**src/pbba_pkg.sv**
```systemverilog
package pbba_pkg;

    // Bitmap geometry: 32 words of 32 bits, 1024 blocks at most.
    localparam int MAP_WORDS = 32;
    localparam int WORD_BITS = 32;
    localparam int MAP_BITS  = MAP_WORDS * WORD_BITS;
    localparam int WIDX_W    = $clog2(MAP_WORDS);
    localparam int BIDX_W    = $clog2(WORD_BITS);
    localparam int CNT_W     = $clog2(MAP_BITS + 1);

    // Request opcodes.
    localparam logic OP_ALLOC = 1'b0;
    localparam logic OP_FREE  = 1'b1;

    // Response status codes.
    localparam logic [1:0] STATUS_OK         = 2'd0;
    localparam logic [1:0] STATUS_FULL       = 2'd1;
    localparam logic [1:0] STATUS_MISALIGNED = 2'd2;

    // Configuration register indexes.
    localparam logic REG_BLOCK_SIZE_LOG2 = 1'b0;
    localparam logic REG_PAGE_BASE       = 1'b1;

    typedef struct packed {
        logic        op;
        logic [31:0] block_address;
    } t_req;

    typedef struct packed {
        logic [1:0]  status;
        logic [31:0] granted_address;
    } t_resp;

    typedef enum logic [1:0] {
        S_IDLE,
        S_LOOK,
        S_MOD
    } t_state;

    // Controller to datapath.
    typedef struct packed {
        logic load;
        logic look;
        logic commit;
    } t_cmd;

    // Datapath to controller.
    typedef struct packed {
        logic out_stall;
    } t_stat;

endpackage

```
**src/pbba_ram.sv**
```systemverilog
module pbba_ram #(
    parameter int WIDTH = 32,
    parameter int DEPTH = 32
) (
    input  logic                     i_clk,
    input  logic                     i_we,
    input  logic [$clog2(DEPTH)-1:0] i_addr,
    input  logic [WIDTH-1:0]         i_wdata,
    output logic [WIDTH-1:0]         o_rdata
);

    logic [WIDTH-1:0] r_mem [DEPTH];
    logic [WIDTH-1:0] r_rdata;

    always_ff @(posedge i_clk) begin
        if (i_we) begin
            r_mem[i_addr] <= i_wdata;
        end
        r_rdata <= r_mem[i_addr];
    end

    assign o_rdata = r_rdata;

endmodule

```
**src/pbba_ctrl.sv**
```systemverilog
module pbba_ctrl (
    input  logic            i_clk,
    input  logic            i_rst_n,
    input  logic            i_in_valid,
    output logic            o_in_ready,
    input  pbba_pkg::t_stat i_stat,
    output pbba_pkg::t_cmd  o_cmd
);

    pbba_pkg::t_state r_state;
    pbba_pkg::t_state n_state;

    always_ff @(posedge i_clk) begin
        if (!i_rst_n) begin
            r_state <= pbba_pkg::S_IDLE;
        end else begin
            r_state <= n_state;
        end
    end

    always_comb begin
        n_state    = r_state;
        o_in_ready = 1'b0;
        o_cmd      = '0;
        case (r_state)
            pbba_pkg::S_IDLE: begin
                o_in_ready = 1'b1;
                if (i_in_valid) begin
                    o_cmd.load = 1'b1;
                    n_state    = pbba_pkg::S_LOOK;
                end
            end
            pbba_pkg::S_LOOK: begin
                o_cmd.look = 1'b1;
                n_state    = pbba_pkg::S_MOD;
            end
            pbba_pkg::S_MOD: begin
                // hold until the output register can take the response
                if (!i_stat.out_stall) begin
                    o_cmd.commit = 1'b1;
                    n_state      = pbba_pkg::S_IDLE;
                end
            end
            default: begin
                n_state = pbba_pkg::S_IDLE;
            end
        endcase
    end

endmodule

```
**src/pbba_dp.sv**
```systemverilog
module pbba_dp #(
    parameter int PAGE_BYTES = 4096
) (
    input  logic            i_clk,
    input  logic            i_rst_n,
    input  logic            i_cfg_we,
    input  logic            i_cfg_index,
    input  logic [31:0]     i_cfg_data,
    input  pbba_pkg::t_req  i_req,
    input  pbba_pkg::t_cmd  i_cmd,
    output pbba_pkg::t_stat o_stat,
    input  logic            i_out_ready,
    output logic            o_out_valid,
    output pbba_pkg::t_resp o_resp
);

    localparam int WW = pbba_pkg::WIDX_W;
    localparam int BW = pbba_pkg::BIDX_W;
    localparam int CW = pbba_pkg::CNT_W;

    typedef struct packed {
        logic          found;
        logic [BW-1:0] pos;
    } t_find;

    // lowest set bit of a map word
    function automatic t_find first_one(input logic [pbba_pkg::WORD_BITS-1:0] v);
        t_find f;
        f = '0;
        for (int i = pbba_pkg::WORD_BITS - 1; i >= 0; i--) begin
            if (v[i]) begin
                f.found = 1'b1;
                f.pos   = BW'(i);
            end
        end
        return f;
    endfunction

    // configuration
    logic [3:0]  r_bsl2;
    logic [31:0] r_base;

    // request and lookup
    logic          r_op;
    logic [31:0]   r_addr;
    logic [WW-1:0] r_word;
    logic [BW-1:0] r_bit;
    logic          r_err;
    logic          r_none;

    // map summary and per-word valid bits
    logic [pbba_pkg::MAP_WORDS-1:0] r_full;
    logic [pbba_pkg::MAP_WORDS-1:0] r_wvalid;

    logic            r_out_valid;
    pbba_pkg::t_resp r_resp;

    always_ff @(posedge i_clk) begin
        if (!i_rst_n) begin
            r_bsl2 <= 4'd2;
            r_base <= '0;
        end else if (i_cfg_we) begin
            case (i_cfg_index)
                pbba_pkg::REG_BLOCK_SIZE_LOG2: r_bsl2 <= i_cfg_data[3:0];
                pbba_pkg::REG_PAGE_BASE:       r_base <= i_cfg_data;
                default: ;
            endcase
        end
    end

    // block count: PAGE_BYTES >> log2 size, clamped to 1 .. MAP_BITS
    logic [31:0]   cnt_raw;
    logic [CW-1:0] blk_cnt;

    always_comb begin
        cnt_raw = 32'(PAGE_BYTES) >> r_bsl2;
        if (cnt_raw == '0) begin
            blk_cnt = CW'(1);
        end else if (cnt_raw > 32'(pbba_pkg::MAP_BITS)) begin
            blk_cnt = CW'(pbba_pkg::MAP_BITS);
        end else begin
            blk_cnt = cnt_raw[CW-1:0];
        end
    end

    // lookup stage: pick the map word
    logic [31:0]   offset;
    logic [31:0]   align_mask;
    logic [31:0]   free_idx;
    logic          free_bad;
    t_find         sum_find;
    logic [WW-1:0] look_word;

    always_comb begin
        offset     = r_addr - r_base;
        align_mask = ~(32'hffff_ffff << r_bsl2);
        free_idx   = offset >> r_bsl2;
        free_bad   = ((offset & align_mask) != '0) || (free_idx >= 32'(blk_cnt));
        sum_find   = first_one(~r_full);
        look_word  = (r_op == pbba_pkg::OP_FREE) ? free_idx[WW+BW-1:BW] : sum_find.pos;
    end

    always_ff @(posedge i_clk) begin
        if (i_cmd.load) begin
            r_op   <= i_req.op;
            r_addr <= i_req.block_address;
        end
        if (i_cmd.look) begin
            r_word <= look_word;
            r_bit  <= free_idx[BW-1:0];
            r_err  <= free_bad;
            r_none <= !sum_find.found;
        end
    end

    // map storage, read during lookup, written at commit
    logic [WW-1:0]                  ram_addr;
    logic [pbba_pkg::WORD_BITS-1:0] ram_q;
    logic [pbba_pkg::WORD_BITS-1:0] new_word;
    logic                           do_write;

    assign ram_addr = i_cmd.look ? look_word : r_word;

    pbba_ram #(
        .WIDTH (pbba_pkg::WORD_BITS),
        .DEPTH (pbba_pkg::MAP_WORDS)
    ) u_map (
        .i_clk   (i_clk),
        .i_we    (i_cmd.commit & do_write),
        .i_addr  (ram_addr),
        .i_wdata (new_word),
        .o_rdata (ram_q)
    );

    // modify stage
    logic [pbba_pkg::WORD_BITS-1:0] word_q;
    logic [pbba_pkg::WORD_BITS-1:0] in_range;
    logic [CW-1-BW:0]               cnt_hi;
    logic [BW-1:0]                  cnt_lo;
    t_find                          bit_find;
    pbba_pkg::t_resp                mod_resp;

    always_comb begin
        word_q = r_wvalid[r_word] ? ram_q : '0;
        cnt_hi = blk_cnt[CW-1:BW];
        cnt_lo = blk_cnt[BW-1:0];
        if ((CW-BW)'(r_word) < cnt_hi) begin
            in_range = '1;
        end else if ((CW-BW)'(r_word) == cnt_hi) begin
            in_range = ~({pbba_pkg::WORD_BITS{1'b1}} << cnt_lo);
        end else begin
            in_range = '0;
        end
        bit_find = first_one(~word_q & in_range);

        new_word = word_q;
        do_write = 1'b0;
        mod_resp = '0;
        if (r_op == pbba_pkg::OP_ALLOC) begin
            if (r_none || !bit_find.found) begin
                mod_resp.status = pbba_pkg::STATUS_FULL;
            end else begin
                new_word = word_q | (pbba_pkg::WORD_BITS'(1) << bit_find.pos);
                do_write = 1'b1;
                mod_resp.status          = pbba_pkg::STATUS_OK;
                mod_resp.granted_address = r_base + (32'({r_word, bit_find.pos}) << r_bsl2);
            end
        end else begin
            if (r_err) begin
                mod_resp.status = pbba_pkg::STATUS_MISALIGNED;
            end else begin
                new_word = word_q & ~(pbba_pkg::WORD_BITS'(1) << r_bit);
                do_write = 1'b1;
                mod_resp.status = pbba_pkg::STATUS_OK;
            end
        end
    end

    always_ff @(posedge i_clk) begin
        if (!i_rst_n) begin
            r_full   <= '0;
            r_wvalid <= '0;
        end else if (i_cmd.commit && do_write) begin
            r_full[r_word]   <= &new_word;
            r_wvalid[r_word] <= 1'b1;
        end
    end

    always_ff @(posedge i_clk) begin
        if (!i_rst_n) begin
            r_out_valid <= 1'b0;
        end else if (i_cmd.commit) begin
            r_out_valid <= 1'b1;
        end else if (i_out_ready) begin
            r_out_valid <= 1'b0;
        end
    end

    always_ff @(posedge i_clk) begin
        if (i_cmd.commit) begin
            r_resp <= mod_resp;
        end
    end

    assign o_stat.out_stall = r_out_valid & ~i_out_ready;
    assign o_out_valid      = r_out_valid;
    assign o_resp           = r_resp;

endmodule

```
**src/page_bitmap_block_allocator_core.sv**
```systemverilog
// Block allocator for one page of PAGE_BYTES bytes split into equal blocks of
// 2^block_size_log2 bytes (block count = PAGE_BYTES >> log2 size, clamped to
// 1..1024). An allocate request takes the lowest free block and returns
// page_base + index * block size, or status full; a free request turns the
// address into a block index and clears it, or returns status misaligned when
// the offset is not a block start or lies beyond the page. Each request goes
// through accept, lookup and modify: the accepting cycle registers the request,
// the next picks the map word (a 32-bit full-word summary for allocate, offset
// arithmetic for free) and issues the registered read of that word from the
// map RAM, and the third, once the output register can take the response,
// modifies the word, writes back any change and loads the output register.
// The block returns to idle in the same cycle that the response becomes valid.
// A new request is taken only while the block is idle; a response waiting in
// the output register stalls the next commit, not the acceptance. The map is
// clear right after reset with no clearing pass. Write configuration only
// while no request is in flight.
module page_bitmap_block_allocator_core #(
    parameter int PAGE_BYTES = 4096
) (
    input  logic            i_clk,
    input  logic            i_rst_n,

    // configuration write port
    input  logic            i_cfg_we,
    input  logic            i_cfg_index,
    input  logic [31:0]     i_cfg_data,

    // request channel
    input  logic            i_in_valid,
    output logic            o_in_ready,
    input  pbba_pkg::t_req  i_in_data,

    // response channel
    output logic            o_out_valid,
    input  logic            i_out_ready,
    output pbba_pkg::t_resp o_out_data
);

    pbba_pkg::t_cmd  cmd;
    pbba_pkg::t_stat stat;

    // sequence each request: accept, look up, commit
    pbba_ctrl u_ctrl (
        .i_clk      (i_clk),
        .i_rst_n    (i_rst_n),
        .i_in_valid (i_in_valid),
        .o_in_ready (o_in_ready),
        .i_stat     (stat),
        .o_cmd      (cmd)
    );

    // hold configuration, bitmap, summary and the response register
    pbba_dp #(
        .PAGE_BYTES (PAGE_BYTES)
    ) u_dp (
        .i_clk       (i_clk),
        .i_rst_n     (i_rst_n),
        .i_cfg_we    (i_cfg_we),
        .i_cfg_index (i_cfg_index),
        .i_cfg_data  (i_cfg_data),
        .i_req       (i_in_data),
        .i_cmd       (cmd),
        .o_stat      (stat),
        .i_out_ready (i_out_ready),
        .o_out_valid (o_out_valid),
        .o_resp      (o_out_data)
    );

endmodule

```
**config.mk**
```make
export PLATFORM = sky130hd
export DESIGN_NAME = page_bitmap_block_allocator_core
export DESIGN_NICKNAME = d
export VERILOG_FILES = /design/src/pbba_pkg.sv /design/src/pbba_ram.sv /design/src/pbba_ctrl.sv /design/src/pbba_dp.sv /design/src/page_bitmap_block_allocator_core.sv
export SDC_FILE = /design/constraint.sdc
export NUM_CORES = 2
export LEC_CHECK = 0
export BUFFER_PORTS_ARGS = -buffer_cell sky130_fd_sc_hd__clkbuf_2
export CAP_MARGIN = 40
export CORE_MARGIN = 3
export CORE_UTILIZATION = 55
export DETAILED_ROUTE_END_ITERATION = 10
export MAX_ROUTING_LAYER = met4
export PLACE_DENSITY = 0.71
export SYNTH_ARGS = -nofsm -noshare
export SYNTH_HDL_FRONTEND = slang
export SYNTH_SLANG_ARGS = --single-unit
```
**constraint.sdc**
```tcl
create_clock -name i_clk -period 9.5 [get_ports i_clk]
set_clock_uncertainty 0.2 [all_clocks]
set_input_delay 1.425 -clock i_clk [delete_from_list [all_inputs] [get_ports i_clk]]
set_output_delay 1.425 -clock i_clk [all_outputs]
set_load 0.02 [all_outputs]
```
==> results.md <==
Outcome:
- The flow ran to the end, and the final reports show no timing, DRC or antenna violations.

Clock tree:
- Buffers inserted during clock tree synthesis total around 120.
- The number of sinks on the clock net is between 1000 and 1500.
- The clock tree from TritonCTS is done.
- In this run, post-CTS hold repair placed 0 buffers.
- The clock tree buffer depth is 3.
- At the later pin of the worst-skew pair, clock insertion delay measures between 0.7 and 0.8 ns.
- The post-cts resize count is 0.
- The clock input transition at the sequential cells of the worst setup and hold paths is 0.07 ns.
- The number of setup buffers added after CTS is 0.
- The H-tree generated during clock tree synthesis spans 3 levels.
- The library cell used as clock root buffer is sky130_fd_sc_hd__clkbuf_16.

STA:
- The achievable clock frequency is between 100 and 150 MHz.
- For the finished layout, the period the worst path requires is 8.70 ns.
- Setup violations remaining at the end of the flow were counted as 0.
- The count of endpoints failing hold in the final timing report is 0.
- The max-slew violation total from the final report was 0.
- The final total negative setup slack is 0 ns.
- Setup repair after global routing left no endpoint under its margin.
- Dividing the final minimum period by the clock period gives between 90% and 100%.
- At the pin with the least slew margin, the transition time is approximately 0.96 ns.
- The worst slew margin relative to its limit is a little over a third.

Power:
- The internal portion of the total power is approximately 0.0095 W.
- The leakage component of the power is roughly 21 nW.
- The switching power total is 0.00341 W.
- In this run switching power makes up 26.4% of total power.
- The share of total power dissipated in combinational logic is ~15%.
- The part of the power in the clock network is 37.0%.
- The share of total power in sequential cells is 47.9%.
- The areal power density over the cells is between 200 and 250 nW/um^2.
- The worst-case IR drop observed on VDD is ~0.00018 V.

Worst setup path:
- On the critical path, the stage with the largest delay is an instance of sky130_fd_sc_hd__dfxtp_2.
- On the worst path, the slowest cell contributes a delay of 0.70 ns.
- For flop-to-flop paths, the worst setup slack is ~0.80 ns.
- The required time at the worst-slack endpoint is about 9.8 ns.
- The largest fanout of any net on the critical path is 27.
- STA classifies the critical path startpoint as a flip-flop.
- The startpoint-to-endpoint class of the critical path is flip-flop to flip-flop.
- The worst setup path is captured at a flip-flop.
- The data arrival time of the worst path is 8.94 ns.
- Counting stages on the worst path, the most repeated cell is sky130_fd_sc_hd__a21oi_1.

Synthesis:
- Summing the sequential cell areas from Yosys gives 67.8% of the chip area.
- In this run the cell area of the synthesized design comes to roughly 53000 um^2.
- For this run, the leading register cell type out of synthesis is sky130_fd_sc_hd__edfxtp_1.
- The cell type with the largest total area after synthesis is sky130_fd_sc_hd__edfxtp_1.
- The number of nets in the synthesized netlist is 3417.
- The fraction of post-synthesis cell area in the top cell type by area is 62.4%.
- Counting distinct cell types in the post-synthesis netlist gives 96.
- The number of instances in the synthesized netlist is about 3300.
- By area, the combinational part of the netlist is dominated by multiplexers.
- The share of synthesized registers carrying an async set or reset is 0%.
- The post-synthesis adder-cell area fraction is around 1.8%.
- Yosys printed 0 warnings.
- Sorting the synthesized cells by area gives the leading types as sky130_fd_sc_hd__edfxtp_1 (62%), sky130_fd_sc_hd__mux4_2 (11%), sky130_fd_sc_hd__dfxtp_1 (5.3%), sky130_fd_sc_hd__a22oi_1 (1.9%), sky130_fd_sc_hd__ha_1 (1.7%).
- The xor and xnor area share after synthesis is 0.746%.
- After synthesis, the share of cell area in mux cells is roughly 13%.
- Counting flops with a built-in enable in the synthesized netlist gives 1098.
- After Yosys synthesis, and, or, nand and nor cells account for about 6.4% of the synthesized area.
- The synthesized design contains between 1000 and 1500 register bits.
- The share of the synthesized area in compound gates (AO/OA/AOI/OAI) is 8.45%.
- The post-synthesis area per instance is around 16 um^2.

Floorplanning:
- The initial utilization of the core area, before any placement, comes to between 50% and 60%.
- The width of the die is approximately 320 um.
- The total I/O pin count is about 110.
- The die outline height is about 320 um.
- The floorplan step defined a die boundary enclosing between 90000 and 100000 um^2.
- In this run the standard cell core region covers ~95000 um^2.
- The site row count is about 110.

Finish:
- At the end of the flow the core is filled with cells to 63.0%.
- For this run, the post-layout net count is 3595.
- The non-filler instance count after layout is about 4800.
- The fraction of layout instances using a drive strength above 1 is 22.5%.
- The area overhead of the layout relative to synthesis is 13.5%.

Place:
- The count of buffers from port buffering is between 100 and 150.
- Counting tap cells, the placed design contains a total of roughly 4600 instances.
- The wire-length estimate of the detail-placed layout is approximately 96 mm.
- The routability congestion estimate from global placement is between 0.9 and 1.

Global route:
- The overall track demand over capacity in global routing is between 30% and 40%.
- The wire length of the first global-routing pass is approximately 220 mm.
- Entering global routing, the biggest net connects approximately 140 pins.
- The sum of overflow across all layers after global routing is 0.
- The number of antenna violations at the first check in global routing is 2.
- The number of global-route vias before repair is around 32000.

Routing:
- The total length of routed wires is around 150 mm.
- The via count normalized by instance count is ~6.6.
- The number of violations reported at the end of detailed-routing iteration 0 is 3733.
- The number of DRC violations after detailed routing is 0.
- The count of vias placed by the detailed router is ~32000.
- Dividing the detail-routed wire length by the instance count gives between 30 and 40 um.
- In this run the remaining antenna-violating nets after routing total 0.
- The first detailed-routing pass took 6 iterations.

Flow run:
- The max-capacitance violation count is 0.

Hold path:
- The path class of the tightest hold or removal check is flip-flop to flip-flop.
final timing paths:
kind,from,to,depth (start not counted)
max,u_dp.r_bsl2[0]$_SDFFE_PN0P_,u_dp.o_resp[28]$_SDFFCE_PP0P_,31
min,u_dp.r_wvalid[24]$_SDFFE_PN0P_,u_dp.r_wvalid[24]$_SDFFE_PN0P_,1
max reg2reg,u_dp.r_bsl2[0]$_SDFFE_PN0P_,u_dp.o_resp[28]$_SDFFCE_PP0P_,31
min reg2reg,u_dp.r_wvalid[24]$_SDFFE_PN0P_,u_dp.r_wvalid[24]$_SDFFE_PN0P_,1
state kept, by name, summed over array words and instances, names as in the netlist, 2 cells and up:
name,cells
u_dp.o_resp,34
u_dp.r_full,32
u_dp.r_addr,32
u_dp.r_wvalid,32
u_dp.r_bit,5
u_dp.u_map.r_mem,1024
u_dp.u_map.o_rdata,32
u_ctrl.r_state,2
u_dp.r_base,32
u_dp.r_word,5
u_dp.r_bsl2,4
cells in the mapped netlist, types with 34 or more instances:
cell                       count
sky130_fd_sc_hd__a21boi_0     38
sky130_fd_sc_hd__a21o_1       34
sky130_fd_sc_hd__a21oi_1      95
sky130_fd_sc_hd__a22oi_1     133
sky130_fd_sc_hd__buf_2        35
sky130_fd_sc_hd__clkbuf_1    118
sky130_fd_sc_hd__dfxtp_1     140
sky130_fd_sc_hd__edfxtp_1   1098
sky130_fd_sc_hd__ha_1         72
sky130_fd_sc_hd__inv_1        80
sky130_fd_sc_hd__mux2i_1      57
sky130_fd_sc_hd__mux4_2      266
sky130_fd_sc_hd__nand2_1     208
sky130_fd_sc_hd__nand2b_1     34
sky130_fd_sc_hd__nand4_1      53
sky130_fd_sc_hd__nor2_1      178
sky130_fd_sc_hd__nor3_1       36
sky130_fd_sc_hd__o21a_1       55
sky130_fd_sc_hd__o21ai_0      85
placed cells by master (no fill, tap or decap), types with 19 or more instances in the layout:
master	n
sky130_fd_sc_hd__nor2_4	23
sky130_fd_sc_hd__ha_1	72
sky130_fd_sc_hd__edfxtp_1	1098
sky130_fd_sc_hd__o21a_1	55
sky130_fd_sc_hd__xnor2_1	25
sky130_fd_sc_hd__nor3_1	33
sky130_fd_sc_hd__a21o_1	34
sky130_fd_sc_hd__clkbuf_16	121
sky130_fd_sc_hd__xor2_1	20
sky130_fd_sc_hd__and2_1	19
sky130_fd_sc_hd__clkbuf_1	28
sky130_fd_sc_hd__mux4_2	266
sky130_fd_sc_hd__nor2_1	155
sky130_fd_sc_hd__o21ai_0	72
sky130_fd_sc_hd__a31oi_1	20
sky130_fd_sc_hd__nand2_1	208
sky130_fd_sc_hd__mux2i_1	57
sky130_fd_sc_hd__nand3_1	29
sky130_fd_sc_hd__o211ai_1	21
sky130_fd_sc_hd__dfxtp_1	137
sky130_fd_sc_hd__a21oi_1	94
sky130_fd_sc_hd__clkinv_1	22
sky130_fd_sc_hd__clkbuf_2	105
sky130_fd_sc_hd__nand4_1	53
sky130_fd_sc_hd__a22oi_1	133
sky130_fd_sc_hd__a21boi_0	38
sky130_fd_sc_hd__inv_1	80
sky130_fd_sc_hd__nor2b_1	20
sky130_fd_sc_hd__buf_4	82
sky130_fd_sc_hd__nand2b_1	34
sky130_fd_sc_hd__and3_1	28
sky130_fd_sc_hd__a211oi_1	20
final cells by class:
type	instances	area [um^2]
Multi-Input combinational cell	1780	16300
Clock inverter	64	697
Sequential cell	1238	35800
Inverter	81	304
Clock buffer	161	3300
Tap cell	1265	1580
Timing Repair Buffer	230	1910
Antenna cell	2	5.00
Fill cell	6649	35200
worst max-delay path, delay by kind of cell, from the launching register on:
family,cells,cell delay [ns]
adder cells (fa/ha/maj),2,0.63
XOR/XNOR,1,0.15
AND/OR/NAND/NOR,9,1.35
AO/OA/AOI/OAI,18,4.93
flip-flops,1,0.70
buffers and inverters,1,0.41
layer usage:
metal,share of wire [%],track usage [%],vias to the layer above
li1,-,-,13500
met1,38,41.0,16400
met2,49,50.3,1647
met3,8.7,5.32,317
met4,3.9,10.8,0
met5,0,-,-
cell families after synthesis:
kind of cell	Yosys count
adders and majority gates	74
buffers and inverters	254
AOI/OAI and AO/OA	634
muxes	338
DFF	1238
xor gates and xnor gates	45
and+or+nand+nor	689
power by group through the flow:
stage / clock network (W) / logic (W) / registers [W]
5_1_grt: 0.00508 / 0.00208 / 0.00619
2_1_floorplan: 0 / 0.00135 / 0.00619
3_5_place_dp: 0 / 0.00193 / 0.00630
6_report: 0.00479 / 0.00195 / 0.00619
4_1_cts: 0.00485 / 0.00195 / 0.00618
3_3_place_gp: 0 / 0.00189 / 0.00630
stage by stage:
stage / setup WS, ns / hold WS, ns / power (W) / cell area [um^2]
4_1_cts: 0.981 / 0.267 / 0.0130 / 59900
2_1_floorplan: 2.01 / 0.232 / 0.00754 / 52800
3_5_place_dp: 1.03 / 0.252 / 0.00823 / 55900
5_1_grt: 0.235 / 0.280 / 0.0134 / 59900
6_report: 0.803 / 0.267 / 0.0129 / 59900
3_3_place_gp: 1.14 / 0.239 / 0.00819 / 55200
Note: power is estimated with default switching activity, not from simulation.
